===== config.mk =====
export PLATFORM = sky130hd
export DESIGN_NAME = modbus_rtu_register_slave
export DESIGN_NICKNAME = d
export VERILOG_FILES = /design/src/hw/rtl/mrs_pkg.sv /design/src/hw/rtl/mrs_crc.sv /design/src/hw/rtl/modbus_rtu_register_slave.sv
export VERILOG_INCLUDE_DIRS = /design/src /design/src/hw/rtl
export SDC_FILE = /design/constraint.sdc
export NUM_CORES = 1
export LEC_CHECK = 0
export BUFFER_PORTS_ARGS = -buffer_cell sky130_fd_sc_hd__buf_2
export CORE_ASPECT_RATIO = 0.8
export CORE_MARGIN = 10
export CORE_UTILIZATION = 35
export DETAILED_ROUTE_END_ITERATION = 12
export PLACE_DENSITY = 0.5
export SYNTH_ARGS = -nofsm -noshare
export SYNTH_HDL_FRONTEND = slang
export SYNTH_SLANG_ARGS = --single-unit

===== constraint.sdc =====
create_clock -name i_clk -period 6.06 [get_ports i_clk]
set_input_delay 0.909 -clock i_clk [delete_from_list [all_inputs] [get_ports i_clk]]
set_output_delay 0.909 -clock i_clk [all_outputs]
set_load 0.02 [all_outputs]

===== src/hw/rtl/assert_macros.svh =====
// Assertion macros shared by the RTL files.
`ifndef ASSERT_MACROS_SVH
`define ASSERT_MACROS_SVH
// Check a property on every rising clock edge outside reset.
`define ASSERT_CLK(label, clk, rst_n, prop, msg) \
    label: assert property (@(posedge clk) disable iff (!rst_n) prop) else $error(msg);
// Check that an expression never holds outside reset.
`define ASSERT_NEVER(label, clk, rst_n, expr, msg) \
    label: assert property (@(posedge clk) disable iff (!rst_n) !(expr)) else $error(msg);
`endif


===== src/hw/rtl/mrs_pkg.sv =====
// Types and constants of the Modbus RTU register slave.
package mrs_pkg;

    localparam logic [15:0] CRC_INIT      = 16'hFFFF;
    localparam logic [15:0] CRC_POLY      = 16'hA001;
    localparam logic [3:0]  BITS_PER_BYTE = 4'd8;

    localparam logic [7:0] EXC_FLAG  = 8'h80;
    localparam logic [7:0] FN_READ   = 8'd3;
    localparam logic [7:0] FN_WRITE1 = 8'd6;
    localparam logic [7:0] FN_WRITEN = 8'd16;
    localparam logic [7:0] EXC_FUNC  = 8'd1;
    localparam logic [7:0] EXC_ADDR  = 8'd2;
    localparam logic [7:0] EXC_VALUE = 8'd3;

    localparam logic [1:0] CFG_SLAVE_ID = 2'd0;
    localparam logic [1:0] CFG_BASE     = 2'd1;
    localparam logic [1:0] CFG_TIMEOUT  = 2'd2;

    localparam logic [16:0] IDLE_MAX  = 17'h1FFFF;
    localparam int          MIN_FRAME = 8;
    localparam int          BC_OFFSET = 9;
    localparam int          HDR_BYTES = 7;
    localparam int          ECHO_BYTES = 6;

    typedef enum logic [3:0] {
        ST_IDLE,
        ST_CHK_RD,
        ST_CHK_FEED,
        ST_CHK_WAIT,
        ST_DECIDE,
        ST_WR_RDH,
        ST_WR_RDL,
        ST_WR_ST,
        ST_TX_INIT,
        ST_TX_BYTE,
        ST_TX_WAIT,
        ST_TX_CRCL,
        ST_TX_CRCH
    } t_state;

    typedef enum logic [1:0] {
        RESP_EXC,
        RESP_READ,
        RESP_ECHO
    } t_resp;

    typedef enum logic [2:0] {
        V_DROP,
        V_EXC,
        V_READ,
        V_WRITE1,
        V_WRITEN
    } t_verdict;

    typedef struct packed {
        logic       init;
        logic       feed;
        logic [7:0] data;
    } t_crc_ctl;

endpackage


===== src/hw/rtl/mrs_crc.sv =====
// Bit-serial CRC-16 unit: one polynomial step per cycle.
`include "assert_macros.svh"

module mrs_crc (
    input  logic              i_clk,
    input  logic              i_rst_n,
    input  mrs_pkg::t_crc_ctl i_ctl,
    output logic [15:0]       o_crc,
    output logic              o_busy
);

    logic [15:0] r_crc;
    logic [3:0]  r_cnt;

    always_ff @(posedge i_clk) begin
        if (!i_rst_n) begin
            r_cnt <= '0;
        end else if (i_ctl.init) begin
            r_cnt <= '0;
        end else if (i_ctl.feed) begin
            r_cnt <= mrs_pkg::BITS_PER_BYTE;
        end else if (r_cnt != '0) begin
            r_cnt <= r_cnt - 4'd1;
        end
    end

    always_ff @(posedge i_clk) begin
        if (i_ctl.init) begin
            r_crc <= mrs_pkg::CRC_INIT;
        end else if (i_ctl.feed) begin
            r_crc <= r_crc ^ {8'h00, i_ctl.data};
        end else if (r_cnt != '0) begin
            // shift one bit, fold in the reflected polynomial
            r_crc <= r_crc[0] ? ((r_crc >> 1) ^ mrs_pkg::CRC_POLY) : (r_crc >> 1);
        end
    end

    assign o_crc  = r_crc;
    assign o_busy = (r_cnt != '0);

    `ASSERT_NEVER(a_no_feed_busy, i_clk, i_rst_n, i_ctl.feed && o_busy, "byte fed mid shift")
    `ASSERT_CLK(a_cnt_range, i_clk, i_rst_n, r_cnt <= mrs_pkg::BITS_PER_BYTE, "bit count out of range")

endmodule


===== src/hw/rtl/modbus_rtu_register_slave.sv =====
// Top level of the Modbus RTU holding register slave.
//
//  channel   | direction | handshake               | payload
//  ----------+-----------+-------------------------+----------------------------------
//  item      | in        | start && !busy          | i_func, i_rx_byte, i_frame_end
//  result    | out       | o_strobe, one cycle     | o_kind, o_tx_byte, o_last_byte, o_alarm
//  config    | in        | i_cfg_valid && o_cfg_ready | i_cfg_index, i_cfg_data
//
// A tick or a byte inside a frame is taken without leaving idle. A frame end walks
// the frame through the bit-serial CRC unit, decides, stores each register on a
// write multiple, restarts the CRC, then sends the answer body bytes and the two
// CRC bytes, since each outgoing byte goes through the same CRC unit. A dropped
// frame gets no answer.
// Reset is synchronous and active low; the register file clears at once.
// Results cannot be stalled: each beat is on the ports for exactly one cycle.
// Config is always ready and takes effect on the next cycle.
`include "assert_macros.svh"

module modbus_rtu_register_slave #(
    parameter int FRAME_BYTES = 64,
    parameter int REG_COUNT   = 16
) (
    input  logic        i_clk,
    input  logic        i_rst_n,
    input  logic        start,
    output logic        busy,
    input  logic        i_func,
    input  logic [7:0]  i_rx_byte,
    input  logic        i_frame_end,
    output logic        o_strobe,
    output logic        o_kind,
    output logic [7:0]  o_tx_byte,
    output logic        o_last_byte,
    output logic        o_alarm,
    input  logic        i_cfg_valid,
    output logic        o_cfg_ready,
    input  logic [1:0]  i_cfg_index,
    input  logic [15:0] i_cfg_data
);

    localparam int AW = $clog2(FRAME_BYTES);
    localparam int NW = $clog2(FRAME_BYTES + 1);
    localparam int RW = (REG_COUNT > 1) ? $clog2(REG_COUNT) : 1;
    localparam int KW = $clog2(2 * REG_COUNT + 4);
    localparam int QW = $clog2(REG_COUNT + 1);

    mrs_pkg::t_state r_state, n_state;

    // configuration
    logic [7:0]  r_slave_id;
    logic [15:0] r_base;
    logic [15:0] r_timeout;

    // frame collection
    logic [7:0]    r_frame [FRAME_BYTES];
    logic [7:0]    r_rd_data;
    logic [NW-1:0] r_byte_count;
    logic          r_ovf;
    logic [NW-1:0] r_n;
    logic [NW-1:0] r_idx;
    logic [7:0]    r_hdr [mrs_pkg::HDR_BYTES];

    // register file and timeout
    logic [15:0] r_hold [REG_COUNT];
    logic [16:0] r_idle;
    logic        r_alarm;

    // answer sequencing
    mrs_pkg::t_resp r_resp;
    logic [7:0]     r_code;
    logic [KW-1:0]  r_body_len;
    logic [KW-1:0]  r_k;
    logic [RW-1:0]  r_ptr;
    logic           r_hi;
    logic [7:0]     r_wr_hi;
    logic [QW-1:0]  r_cnt;

    // result beat
    logic       r_strobe;
    logic       r_kind;
    logic [7:0] r_tx;
    logic       r_last;
    logic       r_out_alarm;

    mrs_pkg::t_crc_ctl crc_ctl;
    logic [15:0]       crc;
    logic              crc_busy;

    logic          accept;
    logic          byte_fits;
    logic [NW-1:0] n_count;
    logic          n_ovf;
    logic [16:0]   n_idle;

    logic [7:0]  fn;
    logic [15:0] start_addr;
    logic [15:0] qty;
    logic        below;
    logic [15:0] off;
    logic [16:0] span;
    logic        too_many;
    logic        off_out;
    logic [NW:0] n_minus;
    logic        bc_ok;
    logic        bc_pair;
    mrs_pkg::t_verdict verdict;
    logic [7:0]  verdict_code;
    logic [7:0]  body_byte;

    assign accept      = start && !busy;
    assign busy        = (r_state != mrs_pkg::ST_IDLE);
    assign o_cfg_ready = 1'b1;

    assign byte_fits = (r_byte_count < NW'(FRAME_BYTES));
    assign n_count   = byte_fits ? (r_byte_count + NW'(1)) : r_byte_count;
    assign n_ovf     = r_ovf || !byte_fits;
    assign n_idle    = (r_idle == mrs_pkg::IDLE_MAX) ? r_idle : (r_idle + 17'd1);

    // request decode from the captured header
    assign fn         = r_hdr[1];
    assign start_addr = {r_hdr[2], r_hdr[3]};
    assign qty        = {r_hdr[4], r_hdr[5]};
    assign below      = (start_addr < r_base);
    assign off        = start_addr - r_base;
    assign span       = {1'b0, off} + {1'b0, qty};
    assign too_many   = (qty == 16'd0) || (span > 17'(REG_COUNT));
    assign off_out    = (off >= 16'(REG_COUNT));
    assign n_minus    = {1'b0, r_n} - (NW+1)'(mrs_pkg::BC_OFFSET);
    assign bc_ok      = (r_n != NW'(mrs_pkg::MIN_FRAME)) && (16'(n_minus) == {8'h00, r_hdr[6]});
    assign bc_pair    = ({9'h000, r_hdr[6]} == {qty, 1'b0});

    always_comb begin
        verdict      = mrs_pkg::V_DROP;
        verdict_code = mrs_pkg::EXC_FUNC;
        if (crc == 16'h0000 && r_hdr[0] == r_slave_id) begin
            case (fn)
                mrs_pkg::FN_READ: begin
                    if (below) begin
                        verdict = mrs_pkg::V_EXC;  verdict_code = mrs_pkg::EXC_ADDR;
                    end else if (too_many) begin
                        verdict = mrs_pkg::V_EXC;  verdict_code = mrs_pkg::EXC_VALUE;
                    end else begin
                        verdict = mrs_pkg::V_READ;
                    end
                end
                mrs_pkg::FN_WRITE1: begin
                    if (below || off_out) begin
                        verdict = mrs_pkg::V_EXC;  verdict_code = mrs_pkg::EXC_ADDR;
                    end else begin
                        verdict = mrs_pkg::V_WRITE1;
                    end
                end
                mrs_pkg::FN_WRITEN: begin
                    if (!bc_ok) begin
                        verdict = mrs_pkg::V_DROP;
                    end else if (below) begin
                        verdict = mrs_pkg::V_EXC;  verdict_code = mrs_pkg::EXC_ADDR;
                    end else if (too_many || !bc_pair) begin
                        verdict = mrs_pkg::V_EXC;  verdict_code = mrs_pkg::EXC_VALUE;
                    end else begin
                        verdict = mrs_pkg::V_WRITEN;
                    end
                end
                default: begin
                    verdict = mrs_pkg::V_EXC;  verdict_code = mrs_pkg::EXC_FUNC;
                end
            endcase
        end
    end

    // answer body byte at position r_k
    always_comb begin
        body_byte = 8'h00;
        case (r_resp)
            mrs_pkg::RESP_EXC: begin
                if (r_k == KW'(0))      body_byte = r_slave_id;
                else if (r_k == KW'(1)) body_byte = mrs_pkg::EXC_FLAG | fn;
                else                    body_byte = r_code;
            end
            mrs_pkg::RESP_READ: begin
                if (r_k == KW'(0))      body_byte = r_hdr[0];
                else if (r_k == KW'(1)) body_byte = r_hdr[1];
                else if (r_k == KW'(2)) body_byte = {r_hdr[5][6:0], 1'b0};
                else                    body_byte = r_hi ? r_hold[r_ptr][15:8] : r_hold[r_ptr][7:0];
            end
            mrs_pkg::RESP_ECHO: begin
                body_byte = r_hdr[r_k[2:0]];
            end
            default: body_byte = 8'h00;
        endcase
    end

    // sequencer: next state and CRC unit control
    always_comb begin
        n_state      = r_state;
        crc_ctl.init = 1'b0;
        crc_ctl.feed = 1'b0;
        crc_ctl.data = r_rd_data;
        case (r_state)
            mrs_pkg::ST_IDLE: begin
                if (accept && !i_func && i_frame_end) begin
                    crc_ctl.init = 1'b1;
                    // drop short or overflowing frames right away
                    if (!n_ovf && n_count >= NW'(mrs_pkg::MIN_FRAME)) begin
                        n_state = mrs_pkg::ST_CHK_RD;
                    end
                end
            end
            mrs_pkg::ST_CHK_RD:   n_state = mrs_pkg::ST_CHK_FEED;
            mrs_pkg::ST_CHK_FEED: begin
                crc_ctl.feed = 1'b1;
                n_state      = mrs_pkg::ST_CHK_WAIT;
            end
            mrs_pkg::ST_CHK_WAIT: begin
                if (!crc_busy) begin
                    n_state = (r_idx + NW'(1) == r_n) ? mrs_pkg::ST_DECIDE : mrs_pkg::ST_CHK_RD;
                end
            end
            mrs_pkg::ST_DECIDE: begin
                case (verdict)
                    mrs_pkg::V_DROP:   n_state = mrs_pkg::ST_IDLE;
                    mrs_pkg::V_WRITEN: n_state = mrs_pkg::ST_WR_RDH;
                    default:           n_state = mrs_pkg::ST_TX_INIT;
                endcase
            end
            mrs_pkg::ST_WR_RDH: n_state = mrs_pkg::ST_WR_RDL;
            mrs_pkg::ST_WR_RDL: n_state = mrs_pkg::ST_WR_ST;
            mrs_pkg::ST_WR_ST: begin
                n_state = (r_cnt == QW'(1)) ? mrs_pkg::ST_TX_INIT : mrs_pkg::ST_WR_RDH;
            end
            mrs_pkg::ST_TX_INIT: begin
                crc_ctl.init = 1'b1;
                n_state      = mrs_pkg::ST_TX_BYTE;
            end
            mrs_pkg::ST_TX_BYTE: begin
                crc_ctl.feed = 1'b1;
                crc_ctl.data = body_byte;
                n_state      = mrs_pkg::ST_TX_WAIT;
            end
            mrs_pkg::ST_TX_WAIT: begin
                if (!crc_busy) begin
                    n_state = (r_k == r_body_len) ? mrs_pkg::ST_TX_CRCL : mrs_pkg::ST_TX_BYTE;
                end
            end
            mrs_pkg::ST_TX_CRCL: n_state = mrs_pkg::ST_TX_CRCH;
            mrs_pkg::ST_TX_CRCH: n_state = mrs_pkg::ST_IDLE;
            default:             n_state = mrs_pkg::ST_IDLE;
        endcase
    end

    always_ff @(posedge i_clk) begin
        if (!i_rst_n) begin
            r_state <= mrs_pkg::ST_IDLE;
        end else begin
            r_state <= n_state;
        end
    end

    mrs_crc u_crc (
        .i_clk   (i_clk),
        .i_rst_n (i_rst_n),
        .i_ctl   (crc_ctl),
        .o_crc   (crc),
        .o_busy  (crc_busy)
    );

    // frame memory: one write port, one registered read port
    always_ff @(posedge i_clk) begin
        if (r_state == mrs_pkg::ST_IDLE && accept && !i_func && byte_fits) begin
            r_frame[r_byte_count[AW-1:0]] <= i_rx_byte;
        end
        r_rd_data <= r_frame[r_idx[AW-1:0]];
    end

    // configuration writes
    always_ff @(posedge i_clk) begin
        if (!i_rst_n) begin
            r_slave_id <= 8'd1;
            r_base     <= 16'd0;
            r_timeout  <= 16'd1000;
        end else if (i_cfg_valid && o_cfg_ready) begin
            case (i_cfg_index)
                mrs_pkg::CFG_SLAVE_ID: r_slave_id <= i_cfg_data[7:0];
                mrs_pkg::CFG_BASE:     r_base     <= i_cfg_data;
                mrs_pkg::CFG_TIMEOUT:  r_timeout  <= i_cfg_data;
                default:               ;
            endcase
        end
    end

    // control state: counts, flags, register file
    always_ff @(posedge i_clk) begin
        if (!i_rst_n) begin
            r_byte_count <= '0;
            r_ovf        <= 1'b0;
            r_idle       <= '0;
            r_alarm      <= 1'b0;
            r_strobe     <= 1'b0;
            for (int i = 0; i < REG_COUNT; i++) begin
                r_hold[i] <= 16'h0000;
            end
        end else begin
            r_strobe <= 1'b0;
            case (r_state)
                mrs_pkg::ST_IDLE: begin
                    if (accept && i_func) begin
                        // tick: count idle time, raise alarm, report status
                        r_idle <= n_idle;
                        if (n_idle > {1'b0, r_timeout}) begin
                            r_alarm <= 1'b1;
                        end
                        r_strobe    <= 1'b1;
                        r_kind      <= 1'b1;
                        r_tx        <= 8'h00;
                        r_last      <= 1'b1;
                        r_out_alarm <= r_alarm || (n_idle > {1'b0, r_timeout});
                    end else if (accept) begin
                        r_idle <= '0;
                        if (i_frame_end) begin
                            r_n          <= n_count;
                            r_byte_count <= '0;
                            r_ovf        <= 1'b0;
                        end else begin
                            r_byte_count <= n_count;
                            r_ovf        <= n_ovf;
                        end
                    end
                    r_idx <= '0;
                end
                mrs_pkg::ST_CHK_FEED: begin
                    if (r_idx < NW'(mrs_pkg::HDR_BYTES)) begin
                        r_hdr[r_idx[2:0]] <= r_rd_data;
                    end
                end
                mrs_pkg::ST_CHK_WAIT: begin
                    if (!crc_busy) begin
                        r_idx <= r_idx + NW'(1);
                    end
                end
                mrs_pkg::ST_DECIDE: begin
                    r_code     <= verdict_code;
                    r_ptr      <= off[RW-1:0];
                    r_hi       <= 1'b1;
                    r_cnt      <= qty[QW-1:0];
                    r_idx      <= NW'(mrs_pkg::HDR_BYTES);
                    r_resp     <= mrs_pkg::RESP_ECHO;
                    r_body_len <= KW'(mrs_pkg::ECHO_BYTES);
                    case (verdict)
                        mrs_pkg::V_EXC: begin
                            r_resp     <= mrs_pkg::RESP_EXC;
                            r_body_len <= KW'(3);
                        end
                        mrs_pkg::V_READ: begin
                            r_resp     <= mrs_pkg::RESP_READ;
                            r_body_len <= KW'({qty, 1'b0}) + KW'(3);
                            r_alarm    <= 1'b0;
                        end
                        mrs_pkg::V_WRITE1: begin
                            r_hold[off[RW-1:0]] <= qty;
                            r_alarm             <= 1'b0;
                        end
                        mrs_pkg::V_WRITEN: begin
                            r_alarm <= 1'b0;
                        end
                        default: ;
                    endcase
                end
                mrs_pkg::ST_WR_RDH: begin
                    r_idx <= r_idx + NW'(1);
                end
                mrs_pkg::ST_WR_RDL: begin
                    r_wr_hi <= r_rd_data;
                    r_idx   <= r_idx + NW'(1);
                end
                mrs_pkg::ST_WR_ST: begin
                    r_hold[r_ptr] <= {r_wr_hi, r_rd_data};
                    r_ptr         <= r_ptr + RW'(1);
                    r_cnt         <= r_cnt - QW'(1);
                end
                mrs_pkg::ST_TX_INIT: begin
                    r_k <= '0;
                end
                mrs_pkg::ST_TX_BYTE: begin
                    r_strobe    <= 1'b1;
                    r_kind      <= 1'b0;
                    r_tx        <= body_byte;
                    r_last      <= 1'b0;
                    r_out_alarm <= r_alarm;
                    r_k         <= r_k + KW'(1);
                    // advance through the read registers, high byte first
                    if (r_resp == mrs_pkg::RESP_READ && r_k >= KW'(3)) begin
                        r_hi <= !r_hi;
                        if (!r_hi) begin
                            r_ptr <= r_ptr + RW'(1);
                        end
                    end
                end
                mrs_pkg::ST_TX_CRCL: begin
                    r_strobe    <= 1'b1;
                    r_kind      <= 1'b0;
                    r_tx        <= crc[7:0];
                    r_last      <= 1'b0;
                    r_out_alarm <= r_alarm;
                end
                mrs_pkg::ST_TX_CRCH: begin
                    r_strobe    <= 1'b1;
                    r_kind      <= 1'b0;
                    r_tx        <= crc[15:8];
                    r_last      <= 1'b1;
                    r_out_alarm <= r_alarm;
                end
                default: ;
            endcase
        end
    end

    assign o_strobe    = r_strobe;
    assign o_kind      = r_kind;
    assign o_tx_byte   = r_tx;
    assign o_last_byte = r_last;
    assign o_alarm     = r_out_alarm;

    `ASSERT_CLK(a_resp_from_busy, i_clk, i_rst_n, o_strobe && !o_kind |-> $past(busy), "answer beat while idle")
    `ASSERT_CLK(a_status_shape, i_clk, i_rst_n, o_strobe && o_kind |-> o_last_byte && o_tx_byte == 8'h00, "bad status beat")
    `ASSERT_CLK(a_tick_status, i_clk, i_rst_n, start && !busy && i_func |=> o_strobe && o_kind, "tick without status")

endmodule


======== After elaboration in Yosys (flattened, before gate mapping) ========
Memory sizes are Yosys's and may differ from the RTL's. A register that Yosys moved wholly into a read port is not among the register bits.
Cells that the tools add are included.
operators by class
  add/sub/neg operators ................... 11
  $lt $le $gt $ge ......................... 8
  equality and inequality tests ........... 42
  muxes and demuxes ....................... 92
  bitwise logic cells ..................... 4
  reductions and logical operators ........ 69
operators with widths
  kind                                                                   number
  16-bit two-way mux                                                     5
  8-bit two-way mux                                                      8
  17-bit two-way mux                                                     3
  4-bit two-way mux                                                      12
  4-bit case mux with 12 select lines                                    1
  8-bit case mux with 3 select lines                                     2
  16-bit logical NOT                                                     2
  8-bit case mux with 4 select lines                                     1
  16-bit OR reduction                                                    2
  7-bit case mux with 4 select lines                                     1
  1-bit two-way mux                                                      26
  6-bit case mux with 2 select lines                                     2
  7-bit two-way mux                                                      3
  4-bit equality test, second input constant                             5
  2-bit two-way mux                                                      10
  3-bit two-way mux                                                      6
  3-bit AND reduction                                                    6
  16-bit by 16-bit adder with 17-bit output                              1
  17-bit by 1-bit adder with 17-bit output, second input constant        1
  17-bit equality test, second input constant                            1
  8-bit by 17-bit equality test with 1-bit output                        1
  17-bit by 16-bit > comparator with 1-bit output                        1
  17-bit by 5-bit > comparator with 1-bit output, second input constant  1
  4-bit by 3-bit equality test with 1-bit output, second input constant  4
  58 further kinds                                                       121
word-level totals
  register bits after elaboration ......... 156
  RAM bits ................................ 824
  input port bits ......................... 32
  output and inout bits ................... 14
  logic and storage cells ................. 255
  memories ................................ 3
memory list
  memory   depth  width  read ports  clocked after memory_dff  write ports  line                             RTL
  r_frame  64     8      1           1                         1            modbus_rtu_register_slave.sv:55  logic [7:0] r_frame [FRAME_BYTES];
  r_hold   16     16     1           1                         16           modbus_rtu_register_slave.sv:64  logic [15:0] r_hold [REG_COUNT];
  r_hdr    7      8      8           1                         1            modbus_rtu_register_slave.sv:61  logic [7:0] r_hdr [mrs_pkg::HDR_BYTES];

======== Longest topological paths before layout ========
An unclocked memory read counts as a cell.
  depth in word-level cells ............... 19
  depth in mapped cells ................... 22
  mapped depth without buffers ............ 19

======== Hierarchy ========
A second synthesis with hierarchy kept.
second synthesis, totals
  cell total of the unflattened synthesis .. 3436
  area, all modules ....................... 45293.4 um2
modules (own cells, without submodules)
  module                     times used  cells an instance  area an instance (um2)  sequential area each (um2)
  modbus_rtu_register_slave  1           3328               44352.5                 28477.3
  mrs_crc                    1           108                940.9                   400.4

======== Least setup slack after synthesis ========
Ideal clock, no wire load.
  kind .................................... register to register
  from .................................... memory r_hdr[3][0]
  to ...................................... memory r_hold[10][0], enable pin
  library setup time ...................... 394 ps
  arrival ................................. 4763 ps
  required time ........................... 5666 ps
  path slack .............................. 903 ps
  stages on the path, launching flop included .. 21
  buffers on the path ..................... 1
  period minus slack after synthesis ...... 5157 ps
  cells stage by stage .................... edfxtp_1 > inv_1 > ha_1 > fa_1 > nand2b_1 > a211oi_1 > o21ai_1 > a21oi_1 > xor2_1 > ha_1 > clkbuf_1 > a211o_1 > a21oi_1 > nor2_1 > nor3_1 > nand4_1 > nor4_4 > a32oi_2 > nor3_2 > nand3_1 > o211ai_1
RTL lines
  element             line
  start: declaration  modbus_rtu_register_slave.sv:61
  end: declaration    modbus_rtu_register_slave.sv:64

==> summary.txt <==
Worst setup path
  – Worst path arrival time: just over 6 ns
  – Crit path launch type: flop
  – Crit end category: flop
  – Setup CP Type: flop to flop
  – Reg2Reg Depth: 19
  – CP Data Required Time: between 6 and 7 ns
  – Crit-path max FO: 9

Timing
  – Min cycle time layout: ~5.6 ns
  – Slew HR: 0.226
  – Setup_tns: 0 ns
  – Tcrit/Tclk final: 0.922
  – Fin. Hold Viols: 0
  – WHS: around 0.45 ns
  – Pins Over Slew Limit: 0
  – RSZ-0062 raised after global routing: false
  – Worst-Margin Slew: ~1.2 ns
  – Max Freq: around 0.18 GHz
  – Layout Skew: 0.0649 ns
  – Setup violators final: 0

Global routing
  – Via count of the first global-routing pass: just under 30000
  – Initial antenna violation count: 2
  – Largest net degree at the start of global routing: between 90 and 100
  – GRT overflow: 0
  – First-pass GRT wire length: approximately 200000 um
  – GRT Overall Usage: 0.187

Clock network
  – Skew-Pair Late Insertion Delay: approximately 0.75 ns
  – # H-tree levels: 3
  – CTS buffer count: roughly 100
  – Root Buffer: clkbuf_16
  – Post-CTS setup buffers: 0
  – Worst-path clk slew: roughly 0.06 ns
  – Clk sink count: roughly 1000
  – CTS tree: yes
  – Clock Path Buffers: 3

Worst hold path
  – Hold path depth: 3
  – Min-Delay Path Class: input port to flop

Floorplanning
  – Die X: roughly 420 um
  – Num ports: 46
  – Die area: between 100000 and 150000 um^2
  – Placement Rows: approximately 120
  – Core Area: about 130000 um^2
  – Die height: about 340 um
  – Initial Util: 0.352

Yosys
  – Distinct cells, synth: 76
  – FF+latch count, synth: 997
  – Ys Warns: 0
  – Most frequent cell after synthesis: edfxtp_1
  – Yosys top cell area share: 0.589
  – Syn_area_per_cell: between 10 and 15 um^2
  – Syn Inst Count: 3525
  – Post-Syn Area: 45400 um^2
  – Top cell types by occurrence after synthesis: edfxtp_1 (891), nand2_1 (303), nor2_1 (297)
  – EDFF count, synth: about 890
  – Area contributors post-synth: edfxtp_1 (59%), mux4_2 (5.2%), dfxtp_1 (4.7%), nand2_1 (2.5%), nor2_1 (2.5%)
  – Seq/Total Area, Yosys: 0.636
  – Ys async rst share: 0
  – Primary FF master, synth: edfxtp_1
  – Synth area leader: edfxtp_1

Route
  – Drt pass-1 iters: 5
  – Final wirelength: approximately 140000 um
  – Iter 0 DRT Violations: ~3300
  – Wire per inst: between 20 and 30 um
  – DR DRC count: 0
  – Via count: around 30000
  – Vias per Instance: 5.62
  – DRT antenna net count: 0

Power and ir drop
  – Gate power share: 0.055
  – Internal power: 11300 uW
  – Sw frac: 0.233
  – Design Power: roughly 15000 uW
  – LEAKAGE: approximately 0.016 uW
  – Sw power: 3430 uW
  – Clock power frac: 0.418
  – IR drop worst, VDD: about 0.27 mV
  – PwrDens: about 290 nW/um^2
  – Reg power frac: 0.527

Status
  – Outcome: finished clean

Layout
  – Fill cells: ~12000
  – Layout Nets: between 3000 and 4000
  – Share of cells above drive strength 1: 0.130
  – P&R area growth vs syn: 12.6%

Place
  – Routability congestion estimate from global placement: approximately 0.83
  – I/O Buffers: between 40 and 50
  – Final HPWL DP: roughly 90000 um

Flow run
  – Max-cap violation count: 0
critical path, cell delays in order, from the launching register on:
cell,delay (ns)
edfxtp_1,0.35
inv_1,0.05
ha_1,0.19
fa_1,0.39
nand2b_1,0.19
a211oi_2,0.33
o21ai_1,0.16
a21oi_1,0.17
xor2_1,0.28
ha_1,0.38
a211o_1,0.36
a21oi_1,0.21
a21oi_1,0.06
a2111oi_0,0.48
nand4_1,0.15
nor3_1,0.48
nand4_1,0.15
o21ai_0,0.29
nand3_1,0.36
o21ba_2,0.30
routing by layer:
metal | vias up | part of all wire | track usage
met4 | 0 | 0.025 | 0.0496
li1 | 13573 | - | -
met2 | 1037 | 0.45 | 0.286
met5 | - | 0 | 0
met1 | 15383 | 0.47 | 0.277
met3 | 191 | 0.057 | 0.0256
cells in the final DEF (no fill, tap or decap), types with 32 or more instances in the layout:
| cell | n |
|---|---|
| a21boi_0 | 35 |
| a21oi_1 | 169 |
| a22oi_1 | 124 |
| buf_2 | 44 |
| buf_4 | 112 |
| clkbuf_16 | 103 |
| dfxtp_1 | 104 |
| edfxtp_1 | 891 |
| ha_1 | 65 |
| inv_1 | 70 |
| mux2_2 | 39 |
| mux2i_1 | 73 |
| mux4_2 | 104 |
| nand2_1 | 300 |
| nand2b_1 | 32 |
| nand3_1 | 104 |
| nand4_1 | 39 |
| nor2_1 | 295 |
| nor2b_1 | 41 |
| nor3_1 | 158 |
| nor4_1 | 65 |
| o211ai_1 | 53 |
| o21ai_0 | 86 |
| xnor2_1 | 61 |
| xor2_1 | 34 |
final cells by class:
cell class                      instances  area, um^2  share of cell area
Clock inverter                         51         453             0.00886
Inverter                               71         267             0.00521
Multi-Input combinational cell       2214       15400               0.301
Timing Repair Buffer                  163        1200              0.0235
Antenna cell                            1        2.50           0.0000489
Tap cell                             1740        2180              0.0426
Clock buffer                          137        2760              0.0539
Sequential cell                       997       28900               0.565
kinds of logic after synthesis:
family	after synthesis	synth area share
mux	217	0.0775
other cells	2	0.000165
simple gates	1143	0.119
xor+xnor	95	0.0183
compound gates	683	0.103
buf+inv	321	0.0278
flops	997	0.636
fa+ha+maj	67	0.0188
power groups by stage:
stage / clock [uW] / combinational, uW / sequential, uW
3_3_place_gp: 0 / 807 / 7890
2_1_floorplan: 0 / 517 / 7860
4_1_cts: 6270 / 816 / 7750
3_5_place_dp: 0 / 812 / 7900
5_1_grt: 6530 / 897 / 7770
6_report: 6150 / 816 / 7750
repair_timing:
action                                  CTS  global route
hold endpoints to repair                  0             0
endpoints found under the setup margin    0            35
hold buffers                              0             0
resized for setup                         0             1
per-stage QoR:
step            util  instances  setup slack [ns]  area (um^2)
2_1_floorplan      -       3532             0.903        45500
6_report       0.396       5374             0.474        51100
3_5_place_dp   0.371       5185             0.395        47900
3_3_place_gp   0.371       5185             0.414        47900
5_1_grt        0.396       5373            0.0845        51100
4_1_cts        0.396       5373             0.387        51100
path summary, 6_finish.rpt:
kind | startpoint | slack, ns | endpoint
worst min register to register | r_base[6] | 0.47 | r_base[6]
worst max register to register | r_hdr[3][0] | 0.47 | r_body_len[2]
worst max-delay path | r_hdr[3][0] | 0.47 | r_body_len[2]
worst min-delay path | i_cfg_data[8] | 0.45 | r_timeout[8]
flip-flops by register name, indices dropped and copies added, names as in the netlist, 5 cells and up, named ones only:
| signal | cells |
|---|---|
| o_tx_byte | 8 |
| r_base | 16 |
| r_body_len | 6 |
| r_byte_count | 7 |
| r_cnt | 5 |
| r_frame | 512 |
| r_hdr | 64 |
| r_hold | 256 |
| r_idle | 17 |
| r_idx | 7 |
| r_k | 6 |
| r_n | 7 |
| r_rd_data | 8 |
| r_slave_id | 8 |
| r_timeout | 16 |
| r_wr_hi | 8 |
| u_crc.o_crc | 16 |
(Power assumes the default switching activity.)
